File: config.mk
export PLATFORM = sky130hd
export DESIGN_NAME = mailbox_ring_transaction_engine
export DESIGN_NICKNAME = d
export VERILOG_FILES = /design/src/hdl/mrte_pkg.sv /design/src/hdl/mrte_cfg.sv /design/src/hdl/mrte_ctrl.sv /design/src/hdl/mailbox_ring_transaction_engine.sv
export SDC_FILE = /design/constraint.sdc
export NUM_CORES = 1
export LEC_CHECK = 0
export BUFFER_PORTS_ARGS = -buffer_cell sky130_fd_sc_hd__buf_2
export CAP_MARGIN = 25
export CORE_MARGIN = 2
export CORE_UTILIZATION = 58
export CTS_CLUSTER_DIAMETER = 200
export CTS_CLUSTER_SIZE = 40
export DETAILED_ROUTE_END_ITERATION = 16
export GPL_ROUTABILITY_DRIVEN = 0
export GPL_TIMING_DRIVEN = 0
export PLACE_DENSITY = 0.82
export SLEW_MARGIN = 30
export SYNTH_ARGS = -nofsm -noshare
export SYNTH_HDL_FRONTEND = slang
export SYNTH_HIERARCHICAL = 1
export SYNTH_SLANG_ARGS = --single-unit
File: constraint.sdc
create_clock -name clk -period 11 [get_ports clk]
set_input_delay 0.55 -clock clk [delete_from_list [all_inputs] [get_ports clk]]
set_output_delay 0.55 -clock clk [all_outputs]
set_load 0.05 [all_outputs]
File: src/hdl/mrte_pkg.sv
// Shared types, codes and constants of the mailbox ring transaction engine.
package mrte_pkg;

	// Ring size bound; the effective ring length is clamped to this and to 64
	localparam int MaxRingSlots = 64;
	localparam int RingCap      = (MaxRingSlots < 64) ? MaxRingSlots : 64;
	localparam logic [6:0] RING_CAP = 7'(RingCap);
	localparam logic [6:0] RING_MIN = 7'd2;

	// Input word kinds
	typedef enum logic [1:0] {
		OP_REQUEST = 2'd0,
		OP_REAR    = 2'd1,
		OP_REPLY   = 2'd2,
		OP_TICK    = 2'd3
	} opcode_t;

	// Request kinds
	localparam logic [1:0] REQ_READ   = 2'd0;
	localparam logic [1:0] REQ_WRITE  = 2'd1;
	localparam logic [1:0] REQ_UPDATE = 2'd2;

	// Result word kinds
	typedef enum logic [1:0] {
		EV_POSTED   = 2'd0,
		EV_DONE     = 2'd1,
		EV_FAILED   = 2'd2,
		EV_REJECTED = 2'd3
	} event_t;

	// Failure causes
	localparam logic [1:0] CAUSE_NONE     = 2'd0;
	localparam logic [1:0] CAUSE_FULL     = 2'd1;
	localparam logic [1:0] CAUSE_NO_REPLY = 2'd2;

	// Transaction state, one-hot
	typedef enum logic [2:0] {
		MODE_IDLE  = 3'b001,
		MODE_SPACE = 3'b010,
		MODE_REPLY = 3'b100
	} mode_t;

	// Configuration register indexes
	localparam logic [2:0] CFG_RING_LENGTH   = 3'd0;
	localparam logic [2:0] CFG_REPLY_TIMEOUT = 3'd1;
	localparam logic [2:0] CFG_SPACE_WAIT    = 3'd2;
	localparam logic [2:0] CFG_MAX_ATTEMPTS  = 3'd3;
	localparam logic [2:0] CFG_CHANNEL       = 3'd4;

	localparam logic [9:0] TIMER_MAX = 10'h3ff;
	localparam logic [7:0] CMD_TYPE  = 8'h01;

	typedef struct packed {
		logic [6:0] ring_length;
		logic [9:0] reply_timeout_ticks;
		logic [7:0] space_wait_ticks;
		logic [2:0] max_attempts;
		logic [3:0] channel_number;
	} cfg_t;

	localparam cfg_t CFG_RESET = '{
		ring_length:         7'd8,
		reply_timeout_ticks: 10'd600,
		space_wait_ticks:    8'd20,
		max_attempts:        3'd3,
		channel_number:      4'd2
	};

	typedef struct packed {
		opcode_t    opcode;
		logic [1:0] func;
		logic [7:0] pmic_reg;
		logic [7:0] write_value;
		logic [7:0] write_mask;
		logic [5:0] ring_rear;
		logic [5:0] reply_seq;
		logic [7:0] reply_data;
		logic [7:0] reply_code;
	} item_t;

	typedef struct packed {
		logic [1:0] func;
		logic [7:0] pmic_reg;
		logic [7:0] write_value;
		logic [7:0] write_mask;
	} request_t;

	typedef struct packed {
		event_t      event_res;
		logic [5:0]  ring_slot;
		logic [31:0] command_word0;
		logic [23:0] command_word1;
		logic [7:0]  read_value;
		logic [7:0]  fw_code;
		logic [1:0]  fail_cause;
		logic        link_ready;
	} result_t;

endpackage

File: src/hdl/mrte_cfg.sv
// Configuration register file of the mailbox ring transaction engine.
module mrte_cfg (
	input  logic            clk,
	input  logic            arst_n,
	input  logic            cfg_valid,
	output logic            cfg_ready,
	input  logic [2:0]      cfg_index,
	input  logic [9:0]      cfg_data,
	output mrte_pkg::cfg_t  cfg
);
	import mrte_pkg::*;

	cfg_t cfg_q;

	assign cfg_ready = 1'b1;
	assign cfg       = cfg_q;

	always_ff @(posedge clk or negedge arst_n) begin
		if (!arst_n) begin
			cfg_q <= CFG_RESET;
		end else if (cfg_valid && cfg_ready) begin
			case (cfg_index)
				CFG_RING_LENGTH:   cfg_q.ring_length         <= cfg_data[6:0];
				CFG_REPLY_TIMEOUT: cfg_q.reply_timeout_ticks <= cfg_data;
				CFG_SPACE_WAIT:    cfg_q.space_wait_ticks    <= cfg_data[7:0];
				CFG_MAX_ATTEMPTS:  cfg_q.max_attempts        <= cfg_data[2:0];
				CFG_CHANNEL:       cfg_q.channel_number      <= cfg_data[3:0];
				default: begin
				end
			endcase
		end
	end

endmodule

File: src/hdl/mrte_ctrl.sv
// Transaction state and combinational step logic of the mailbox ring engine.
module mrte_ctrl (
	input  logic               clk,
	input  logic               arst_n,
	input  logic               step_en,
	input  mrte_pkg::item_t    item,
	input  mrte_pkg::cfg_t     cfg,
	output logic               res_valid,
	output mrte_pkg::result_t  res
);
	import mrte_pkg::*;

	mode_t      mode_q, mode_d;
	logic [5:0] seq_q, seq_d;
	logic [5:0] front_q, front_d;
	logic [5:0] rear_q, rear_d;
	logic [9:0] timer_q, timer_d;
	logic [2:0] attempt_q, attempt_d;
	request_t   pend_q, pend_d;
	logic       ready_q, ready_d;

	logic [6:0] eff_len;
	logic [6:0] front_inc;
	logic [5:0] front_nxt;
	logic [5:0] seq_inc;
	logic [9:0] timer_inc;
	logic [2:0] att_lim;
	request_t   new_req;
	request_t   post_req;
	logic [5:0] post_seq;
	logic       do_post;
	logic       fail;
	logic [1:0] fail_cause;

	// ring length clamped to 2..RING_CAP
	always_comb begin
		eff_len = cfg.ring_length;
		if (eff_len < RING_MIN)
			eff_len = RING_MIN;
		if (eff_len > RING_CAP)
			eff_len = RING_CAP;
	end

	assign front_inc = {1'b0, front_q} + 7'd1;
	assign front_nxt = (front_inc >= eff_len) ? 6'd0 : front_inc[5:0];
	assign seq_inc   = (seq_q == 6'd63) ? 6'd1 : seq_q + 6'd1;
	assign timer_inc = (timer_q == TIMER_MAX) ? timer_q : timer_q + 10'd1;
	assign att_lim   = (cfg.max_attempts == 3'd0) ? 3'd1 : cfg.max_attempts;

	assign new_req.func        = item.func;
	assign new_req.pmic_reg    = item.pmic_reg;
	assign new_req.write_value = item.write_value;
	assign new_req.write_mask  = item.write_mask;

	always_comb begin
		mode_d    = mode_q;
		seq_d     = seq_q;
		front_d   = front_q;
		rear_d    = rear_q;
		timer_d   = timer_q;
		attempt_d = attempt_q;
		pend_d    = pend_q;
		ready_d   = ready_q;
		do_post   = 1'b0;
		post_seq  = seq_q;
		post_req  = pend_q;
		fail      = 1'b0;
		fail_cause = CAUSE_NONE;
		res_valid = 1'b0;
		res       = '0;

		case (item.opcode)
			OP_REQUEST: begin
				if (mode_q != MODE_IDLE || item.func > REQ_UPDATE) begin
					res_valid     = 1'b1;
					res.event_res = EV_REJECTED;
				end else begin
					pend_d    = new_req;
					attempt_d = 3'd1;
					seq_d     = seq_inc;
					timer_d   = '0;
					mode_d    = MODE_SPACE;
					post_seq  = seq_inc;
					post_req  = new_req;
					do_post   = (front_nxt != rear_q);
				end
			end
			OP_REAR: begin
				rear_d = item.ring_rear;
				if (mode_q == MODE_SPACE)
					do_post = (front_nxt != item.ring_rear);
			end
			OP_REPLY: begin
				if (mode_q == MODE_REPLY && item.reply_seq == seq_q) begin
					mode_d         = MODE_IDLE;
					timer_d        = '0;
					ready_d        = 1'b1;
					res_valid      = 1'b1;
					res.event_res  = EV_DONE;
					res.read_value = (pend_q.func == REQ_READ) ? item.reply_data : 8'd0;
					res.fw_code    = item.reply_code;
				end
			end
			OP_TICK: begin
				if (mode_q == MODE_SPACE) begin
					timer_d    = timer_inc;
					fail       = (timer_inc > {2'b00, cfg.space_wait_ticks});
					fail_cause = CAUSE_FULL;
				end else if (mode_q == MODE_REPLY) begin
					timer_d    = timer_inc;
					fail       = (timer_inc >= cfg.reply_timeout_ticks);
					fail_cause = CAUSE_NO_REPLY;
				end
				if (fail) begin
					timer_d = '0;
					if (attempt_q < att_lim) begin
						// retry: fresh sequence number, try to post again
						attempt_d = attempt_q + 3'd1;
						seq_d     = seq_inc;
						mode_d    = MODE_SPACE;
						post_seq  = seq_inc;
						do_post   = (front_nxt != rear_q);
					end else begin
						mode_d         = MODE_IDLE;
						res_valid      = 1'b1;
						res.event_res  = EV_FAILED;
						res.fail_cause = fail_cause;
					end
				end
			end
			default: begin
			end
		endcase

		if (do_post) begin
			front_d           = front_nxt;
			mode_d            = MODE_REPLY;
			timer_d           = '0;
			res_valid         = 1'b1;
			res.event_res     = EV_POSTED;
			res.ring_slot     = front_q;
			res.command_word0 = {10'd0, post_seq, CMD_TYPE, post_req.pmic_reg};
			res.command_word1 = {post_req.write_mask, post_req.write_value,
				6'd0, post_req.func};
		end

		res.link_ready = ready_d;
	end

	always_ff @(posedge clk or negedge arst_n) begin
		if (!arst_n) begin
			mode_q    <= MODE_IDLE;
			seq_q     <= 6'd1;
			front_q   <= '0;
			rear_q    <= '0;
			timer_q   <= '0;
			attempt_q <= '0;
			pend_q    <= '0;
			ready_q   <= 1'b0;
		end else if (step_en) begin
			mode_q    <= mode_d;
			seq_q     <= seq_d;
			front_q   <= front_d;
			rear_q    <= rear_d;
			timer_q   <= timer_d;
			attempt_q <= attempt_d;
			pend_q    <= pend_d;
			ready_q   <= ready_d;
		end
	end

	// sequence numbers cycle 1..63, zero never appears
	a_seq_nonzero: assert property (@(posedge clk) disable iff (!arst_n)
		seq_q != 6'd0)
		else $error("sequence number is zero");

	// an active transaction has used at least one attempt
	a_attempt_active: assert property (@(posedge clk) disable iff (!arst_n)
		mode_q != MODE_IDLE |-> attempt_q != 3'd0)
		else $error("active transaction with no attempt counted");

	// link ready is sticky
	a_ready_sticky: assert property (@(posedge clk) disable iff (!arst_n)
		ready_q |=> ready_q)
		else $error("link ready dropped");

	// a reply wait only starts through a post
	a_reply_via_post: assert property (@(posedge clk) disable iff (!arst_n)
		step_en && mode_q != MODE_REPLY && mode_d == MODE_REPLY |-> do_post)
		else $error("reply wait entered without posting");

endmodule

File: src/hdl/mailbox_ring_transaction_engine.sv
// Top level of the mailbox ring transaction engine: channels and registers.
//
// Requester side of a ring-queue mailbox. Each input word is a request, a
// ring rear update, a reply entry or a millisecond tick (opcode). A request
// takes the next sequence number and posts two command words at the ring's
// front slot, or waits for room; replies are matched on their sequence
// field, and ticks time out a full ring or a missing reply, with retries.
//
// Channels: input words on in_valid/in_stall, result words on
// out_valid/out_stall; a word moves on an edge with valid high and stall
// low. Each input word gives zero or one result word. Config writes go in
// on cfg_valid/cfg_ready (always ready); the user must make them only while
// idle, and the block itself does not enforce it.
// Timing: an accepted word is held in the input register and worked on by
// the combinational step logic; its result lands in the output register.
// One word per cycle is sustained while the receiver does not stall: the
// step logic is the only path and holds no loop.
// If the receiver stalls with a result waiting, the input register holds and
// in_stall rises; words that give no result are held the same way.
// Reset clears all state: sequence number 1, ring indexes 0, registers to
// their defaults, both channels empty.
module mailbox_ring_transaction_engine (
	input  logic        clk,
	input  logic        arst_n,
	// input channel
	input  logic        in_valid,
	output logic        in_stall,
	input  logic [1:0]  opcode,
	input  logic [1:0]  func,
	input  logic [7:0]  pmic_reg,
	input  logic [7:0]  write_value,
	input  logic [7:0]  write_mask,
	input  logic [5:0]  ring_rear,
	input  logic [5:0]  reply_seq,
	input  logic [7:0]  reply_data,
	input  logic [7:0]  reply_code,
	// result channel
	output logic        out_valid,
	input  logic        out_stall,
	output logic [1:0]  event_res,
	output logic [5:0]  ring_slot,
	output logic [31:0] command_word0,
	output logic [23:0] command_word1,
	output logic [7:0]  read_value,
	output logic [7:0]  fw_code,
	output logic [1:0]  fail_cause,
	output logic        link_ready,
	// configuration write channel
	input  logic        cfg_valid,
	output logic        cfg_ready,
	input  logic [2:0]  cfg_index,
	input  logic [9:0]  cfg_data
);
	import mrte_pkg::*;

	cfg_t    cfg;
	item_t   item_in;
	item_t   item_s1;
	logic    valid_s1;
	logic    advance;
	logic    step_valid;
	result_t step_res;
	result_t res_q;
	logic    out_valid_q;

	assign item_in.opcode      = opcode_t'(opcode);
	assign item_in.func        = func;
	assign item_in.pmic_reg    = pmic_reg;
	assign item_in.write_value = write_value;
	assign item_in.write_mask  = write_mask;
	assign item_in.ring_rear   = ring_rear;
	assign item_in.reply_seq   = reply_seq;
	assign item_in.reply_data  = reply_data;
	assign item_in.reply_code  = reply_code;

	// The held word steps when the output register is free or being emptied.
	assign advance  = valid_s1 && (!out_valid_q || !out_stall);
	assign in_stall = valid_s1 && !advance;

	mrte_cfg u_cfg (
		.clk       (clk),
		.arst_n    (arst_n),
		.cfg_valid (cfg_valid),
		.cfg_ready (cfg_ready),
		.cfg_index (cfg_index),
		.cfg_data  (cfg_data),
		.cfg       (cfg)
	);

	mrte_ctrl u_ctrl (
		.clk       (clk),
		.arst_n    (arst_n),
		.step_en   (advance),
		.item      (item_s1),
		.cfg       (cfg),
		.res_valid (step_valid),
		.res       (step_res)
	);

	// input register
	always_ff @(posedge clk or negedge arst_n) begin
		if (!arst_n) begin
			valid_s1 <= 1'b0;
		end else if (!in_stall) begin
			valid_s1 <= in_valid;
		end
	end

	always_ff @(posedge clk) begin
		if (in_valid && !in_stall)
			item_s1 <= item_in;
	end

	// output register
	always_ff @(posedge clk or negedge arst_n) begin
		if (!arst_n) begin
			out_valid_q <= 1'b0;
		end else if (advance) begin
			out_valid_q <= step_valid;
		end else if (!out_stall) begin
			out_valid_q <= 1'b0;
		end
	end

	always_ff @(posedge clk) begin
		if (advance && step_valid)
			res_q <= step_res;
	end

	assign out_valid     = out_valid_q;
	assign event_res     = res_q.event_res;
	assign ring_slot     = res_q.ring_slot;
	assign command_word0 = res_q.command_word0;
	assign command_word1 = res_q.command_word1;
	assign read_value    = res_q.read_value;
	assign fw_code       = res_q.fw_code;
	assign fail_cause    = res_q.fail_cause;
	assign link_ready    = res_q.link_ready;

endmodule

### Yosys cells after proc, flatten, opt, wreduce, memory -nomap -nowiden

Index checks and enable logic that the tools add are counted.

| cells by class | value |
|---|---|
| multiplexer cells | 55 |
| order comparisons | 7 |
| $add $sub $neg | 4 |
| bitwise operators | 2 |
| eq/ne operators | 22 |
| reduce and logical (&&, ||, !) cells | 30 |

Operator list:

| kind | number |
|---|---|
| 2-to-1 mux 10 bit | 7 |
| 2-to-1 mux 26 bit | 2 |
| 2-to-1 mux 33 bit | 1 |
| 2-to-1 mux 6 bit | 5 |
| case mux 10 bit (3 select lines) | 1 |
| 2-to-1 mux 3 bit | 8 |
| 2-to-1 mux 1 bit | 18 |
| AND reduction 5 bit | 3 |
| 2-to-1 mux 7 bit | 2 |
| AND reduction 2 bit | 7 |
| inequality test 6 bit | 2 |
| case mux 6 bit (2 select lines) | 1 |
| adder 10 x 1 -> 10 bit, second input constant | 1 |
| equality test 10 bit, second input constant | 1 |
| >= comparator 10 bit | 1 |
| greater-than comparator 10 x 8 -> 1 bit | 1 |
| 2-to-1 mux 2 bit | 5 |
| equality test 3 x 2 -> 1 bit, second input constant | 3 |
| inequality test 3 x 1 -> 1 bit, second input constant | 3 |
| case mux 3 bit (3 select lines) | 1 |
| adder 6 x 1 -> 7 bit, second input constant | 1 |
| >= comparator 7 bit | 1 |
| greater-than comparator 7 bit, second input constant | 1 |
| less-than comparator 7 x 2 -> 1 bit, second input constant | 1 |
| other kinds (28) | 43 |

| word-level totals | value |
|---|---|
| logic and storage cells | 157 |
| flip-flop bits (word level) | 230 |

### Longest topological paths before layout

| logic depth | value |
|---|---|
| word-level depth | 12 |
| mapped depth | 18 |

### Hierarchy

Netlist, hierarchy kept.

Modules (own cells, without submodules):

| module | area each (um^2) | instances | cells an instance |
|---|---|---|---|
| mrte_ctrl | 5188.7 | 1 | 617 |
| mailbox_ring_transaction_engine | 4272.8 | 1 | 150 |
| mrte_cfg | 1281.2 | 1 | 73 |

### Worst setup path after synthesis

OpenSTA, ideal clock, no wires.

| timing path | value |
|---|---|
| path kind | flip-flop to flip-flop |
| from | register u_cfg.cfg_q (netlist bit u_cfg/cfg[30]) |
| to | register res_q (netlist bit command_word0[0]) (enable) |
| data arrival time | 7.230 ns |
| period minus slack after synthesis | 7.782 ns |
| required time | 10.448 ns |
| cell stages (with the launch flop) | 15 |
| path slack | 3.218 ns |
| setup time | 0.552 ns |
| cell sequence | dfrtp_1 or4_1 o211a_1 ha_1 nand2b_1 a211o_1 a211oi_4 o211ai_2 and3_4 a32oi_4 o21bai_4 buf_2 nand2_1 nand2_1 a21oi_1 |

| between the ends | value |
|---|---|
| word-level cells in the longest chain between the ends | 12 |
| elaborated cells between the ends (all ways) | 15 |

RTL lines:

| element | RTL line | source |
|---|---|---|
| start: declaration | mrte_cfg.sv:13 | `cfg_t cfg_q;` |
| less-than comparator 7 x 2 -> 1 bit | mrte_ctrl.sv:38 | `if (eff_len < RING_MIN)` |
| 2-to-1 mux 7 bit (*) | mrte_ctrl.sv:38 |  |
| greater-than comparator 7 bit | mrte_ctrl.sv:40 | `if (eff_len > RING_CAP)` |
| 2-to-1 mux 7 bit (*) | mrte_ctrl.sv:40 |  |
| >= comparator 7 bit (*) | mrte_ctrl.sv:45 | `assign front_nxt = (front_inc >= eff_len) ? 6'd0 : front_inc[5:0];` |
| 2-to-1 mux 6 bit (*) | mrte_ctrl.sv:45 |  |
| inequality test 6 bit | mrte_ctrl.sv:85, mrte_ctrl.sv:122 |  |
| 2-to-1 mux 1 bit | mrte_ctrl.sv:116 | `if (attempt_q < att_lim) begin` |
| 2-to-1 mux 1 bit | mrte_ctrl.sv:114 | `if (fail) begin` |
| case mux 1 bit (3 select lines) (*) | mrte_ctrl.sv:72 | `case (item.opcode)` |
| 2-to-1 mux 1 bit (*) | mrte_ctrl.sv:135 | `if (do_post) begin` |
| net step_valid | mailbox_ring_transaction_engine.sv:61 | `logic step_valid;` |
| logical AND 1 bit (*) | mailbox_ring_transaction_engine.sv:126 | `if (advance && step_valid)` |
| end signal: assignment | mailbox_ring_transaction_engine.sv:127 | `res_q <= step_res;` |
| end: declaration | mailbox_ring_transaction_engine.sv:63 | `result_t res_q;` |

The timed path passes the listed nets; every way through them passes the cells marked *.
A chain may end at the register's enable or synchronous reset.

### Worst setup path after layout

| timing path | value |
|---|---|
| from | register u_ctrl.timer_q[0] |
| to | register res_q (netlist bit command_word0[12]) (enable) |

| between the ends | value |
|---|---|
| word-level cells in the longest chain between the ends | 10 |
| elaborated cells between the ends (all ways) | 14 |

RTL lines:

| element | RTL line | source |
|---|---|---|
| start: declaration | mrte_ctrl.sv:17 | `logic [9:0] timer_q, timer_d;` |
| start signal: assignment | mrte_ctrl.sv:165 | `timer_q <= timer_d;` |
| adder 10 x 1 -> 10 bit or equality test 10 bit (tied branches) | mrte_ctrl.sv:47 | `assign timer_inc = (timer_q == TIMER_MAX) ? timer_q : timer_q + 10'd1;` |
| 2-to-1 mux 10 bit (*) | mrte_ctrl.sv:47 |  |
| >= comparator 10 bit | mrte_ctrl.sv:111 | `fail = (timer_inc >= cfg.reply_timeout_ticks);` |
| 2-to-1 mux 1 bit | mrte_ctrl.sv:109 | `end else if (mode_q == MODE_REPLY) begin` |
| 2-to-1 mux 1 bit (*) | mrte_ctrl.sv:105 | `if (mode_q == MODE_SPACE) begin` |
| 2-to-1 mux 1 bit (*) | mrte_ctrl.sv:72 |  |
| 2-to-1 mux 1 bit | mrte_ctrl.sv:114 |  |
| case mux 1 bit (3 select lines) | mrte_ctrl.sv:72 |  |
| 2-to-1 mux 1 bit (*) | mrte_ctrl.sv:135 |  |
| net step_valid | mailbox_ring_transaction_engine.sv:61 |  |
| logical AND 1 bit (*) | mailbox_ring_transaction_engine.sv:126 |  |

The timed path passes the listed nets; every way through them passes the cells marked *. The select of a mux whose other input is x is not followed.

==> impl_metrics.ini <==
[power_and_ir_drop]
p_comb_share_pct = 32.7
leakage_uw = 0.00519
p_clk_share_pct = 16.8
vdd_drop_max_uv = 153
pwr-share-seq_pct = 50.5
swShare_pct = 34.2
total_power_uw = 2350
power_density_mw_per_mm2 = 193
switchingPower_uw = 804
power.internal_uw = 1540

[timing]
hold_violations = 0
worst_pin_slew_ps = 866
min_period_over_period_pct = 48.2
finalSetupTns_ps = 0
slew_viol_final = 0
period_needed_ps = 5310
fin_skew_ps = 15.1
setup_viol = 0
max_freq_mhz = 188
rsz0062_at_grt = false
slew_headroom_pct = 41.7

[worst_hold_path]
min_from = ring_rear[4]
hold_path.class = in2reg
holdPathStages = 1
hold_end = item_s1[26]

[floorplan]
row_count = 49
die_x_microns = 139
fp.dieH_microns = 139
start_util_pct = 59.1
ioPinCount = 160
fp.coreArea_sq_mm = 0.0179
floorplan.die_area_sq_mm = 0.0193

[finish]
nNetsFinal = 1139
area_growth_pct = 15.1
design_area_sq_mm = 0.0122
seqCellArea_sq_mm = 0.00646
drive_gt1_share_pct = 30.5
multi_input_area_sq_mm = 0.00372
nFillCells = 1270

[critical_path]
path_class = reg2reg
worstPathRequired_ps = 11190
startpoint = u_ctrl/timer_q[0]
r2r_slack_ps = 5690
end_kind = register
cp-start-kind = register
r2r_cells = 19
crit_arrival_ps = 5500
regToRegEndpoint = command_word0[12]
r2r_start = u_ctrl/timer_q[0]
cp_max_fo = 20

[global_route]
use_met1_pct = 28.4
grt_pass1_vias = 7090
grt_use_met3_pct = 3.94
grt-ovfl-total = 0
track_usage_pct = 22.0
met2_usage_pct = 37.6
antenna_found_initial = 2
grt_pass1_wl_microns = 34700
busiest_layer = met2
grt_start_max_net_pins = 50

[placed_design]
io_buffers = 158
postPlaceCellArea_sq_mm = 0.0119
dp_hpwl_microns = 15300

[clock_tree]
clkSinkCount = 230
cts_root_buf = clkbuf_16
numCtsBuffers = 9
htreeDepth = 1
cts_tree = done
clk_latency_ps = 470
clk_pin_slew_ps = 140
cts_resized = 0
ctsLongestPathBuffers = 3

[outcome]
outcome = complete, no violations

[synthesis]
syn_inst = 831
ys_warn_count = 6
syn-cell-area_sq_mm = 0.0106
syn_area_per_cell_sq_um = 12.7

[detailed_routing]
post-route-drc-count = 0
wl_per_cell_microns = 16.6
drt_iter0_drc = 436
vias_per_cell = 5.51
dr.pass1.iters = 6
routed-via-count = 6958
antenna_left = 0
wl_microns = 21000

[job]
maxCapViolations = 0
## placed cells by master (no fill, tap or decap), types with 18 or more instances in the layout
cell type / n
dfrtp_1: 80
edfxtp_1: 139
ha_1: 36
nor2_1: 48
mux2_2: 61
o21ai_0: 21
buf_4: 28
inv_1: 33
conb_1: 24
a21oi_1: 42
nand3_1: 18
nand2_1: 100
buf_2: 163
clkbuf_1: 18
and2_1: 23
## metrics by stage
step | worst slack [ps] | hold WS, ps | utilization (%) | instances
final | 5690 | 241 | 68.0 | 1262
after CTS | 5720 | 229 | 68.0 | 1260
after detailed placement | 5770 | 452 | 66.6 | 1246
after global routing | 5350 | 215 | 68.0 | 1261
after global placement | 874 | 432 | 65.6 | 1240
after floorplan | 3220 | 254 | - | 853
## metal layers
metal  vias to the layer above  wire [microns]
li1                       3333               -
met2                       223           10500
met4                         0             652
met5                         -               0
met3                        45            1300
met1                      3357            8580
## power groups by stage
stage	Combinational (uW)	Sequential, uW	Clock (uW)
2_1_floorplan	461	1300	0
3_3_place_gp	718	1210	0
3_5_place_dp	761	1200	0
4_1_cts	766	1190	406
5_1_grt	841	1210	431
6_report	767	1190	395
## flip-flops by register name, summed over array words and instances (netlist names), 2 cells and up
signal and count:
command_word0 32, u_ctrl/front_q 6, u_ctrl/mode_q 3, event_res 2
u_ctrl/attempt_q 3, u_cfg/cfg 28, u_ctrl/seq_q 6, fail_cause 2
read_value 8, u_ctrl/timer_q 10, item_s1 56, u_ctrl/rear_q 6
command_word1 24, fw_code 8, u_ctrl/pend_q 26, ring_slot 6
## worst max-delay path, stage by stage, from the launching register on
cell	delay, ps
dfrtp_1	490
ha_1	300
nand4_1	270
and4_1	330
nand3_1	120
xnor2_1	300
ha_1	330
and4_1	230
a211oi_1	230
a22o_2	220
o21ai_0	160
a32oi_4	300
o21bai_4	160
buf_2	240
nand2_1	90
nand2_1	90
a21oi_4	570
buf_16	240
buf_16	170
buf_16	170
## timing repair
| action | in CTS | in global routing |
|---|---|---|
| buffers inserted | 0 | 0 |
| hold buffers | 1 | 0 |
| hold endpoints to repair | 27 | 0 |
## how the worst max path moves through the flow
stage,endpoint,slack (ps),cells past startpoint
final,command_word0[12],5690,19
after global routing,command_word0[12],5350,19
after CTS,command_word0[19],5720,19
after detailed placement,fw_code[0],5770,19
after global placement,link_ready,870,16
after floorplan,command_word0[0],3220,14
## area by class of cell
cell class              instances  share of cell area (%)
plain buffers                  55                    2.93
clock inverters                 1                  0.0925
repair buffers                165                    7.92
inverters                      35                    1.09
flip-flops and latches        230                    53.1
diodes                          2                  0.0411
well taps                     229                    2.35
multi-input cells             533                    30.6
clock buffers                  12                    1.94
Note: power is estimated with default switching activity, not from simulation.
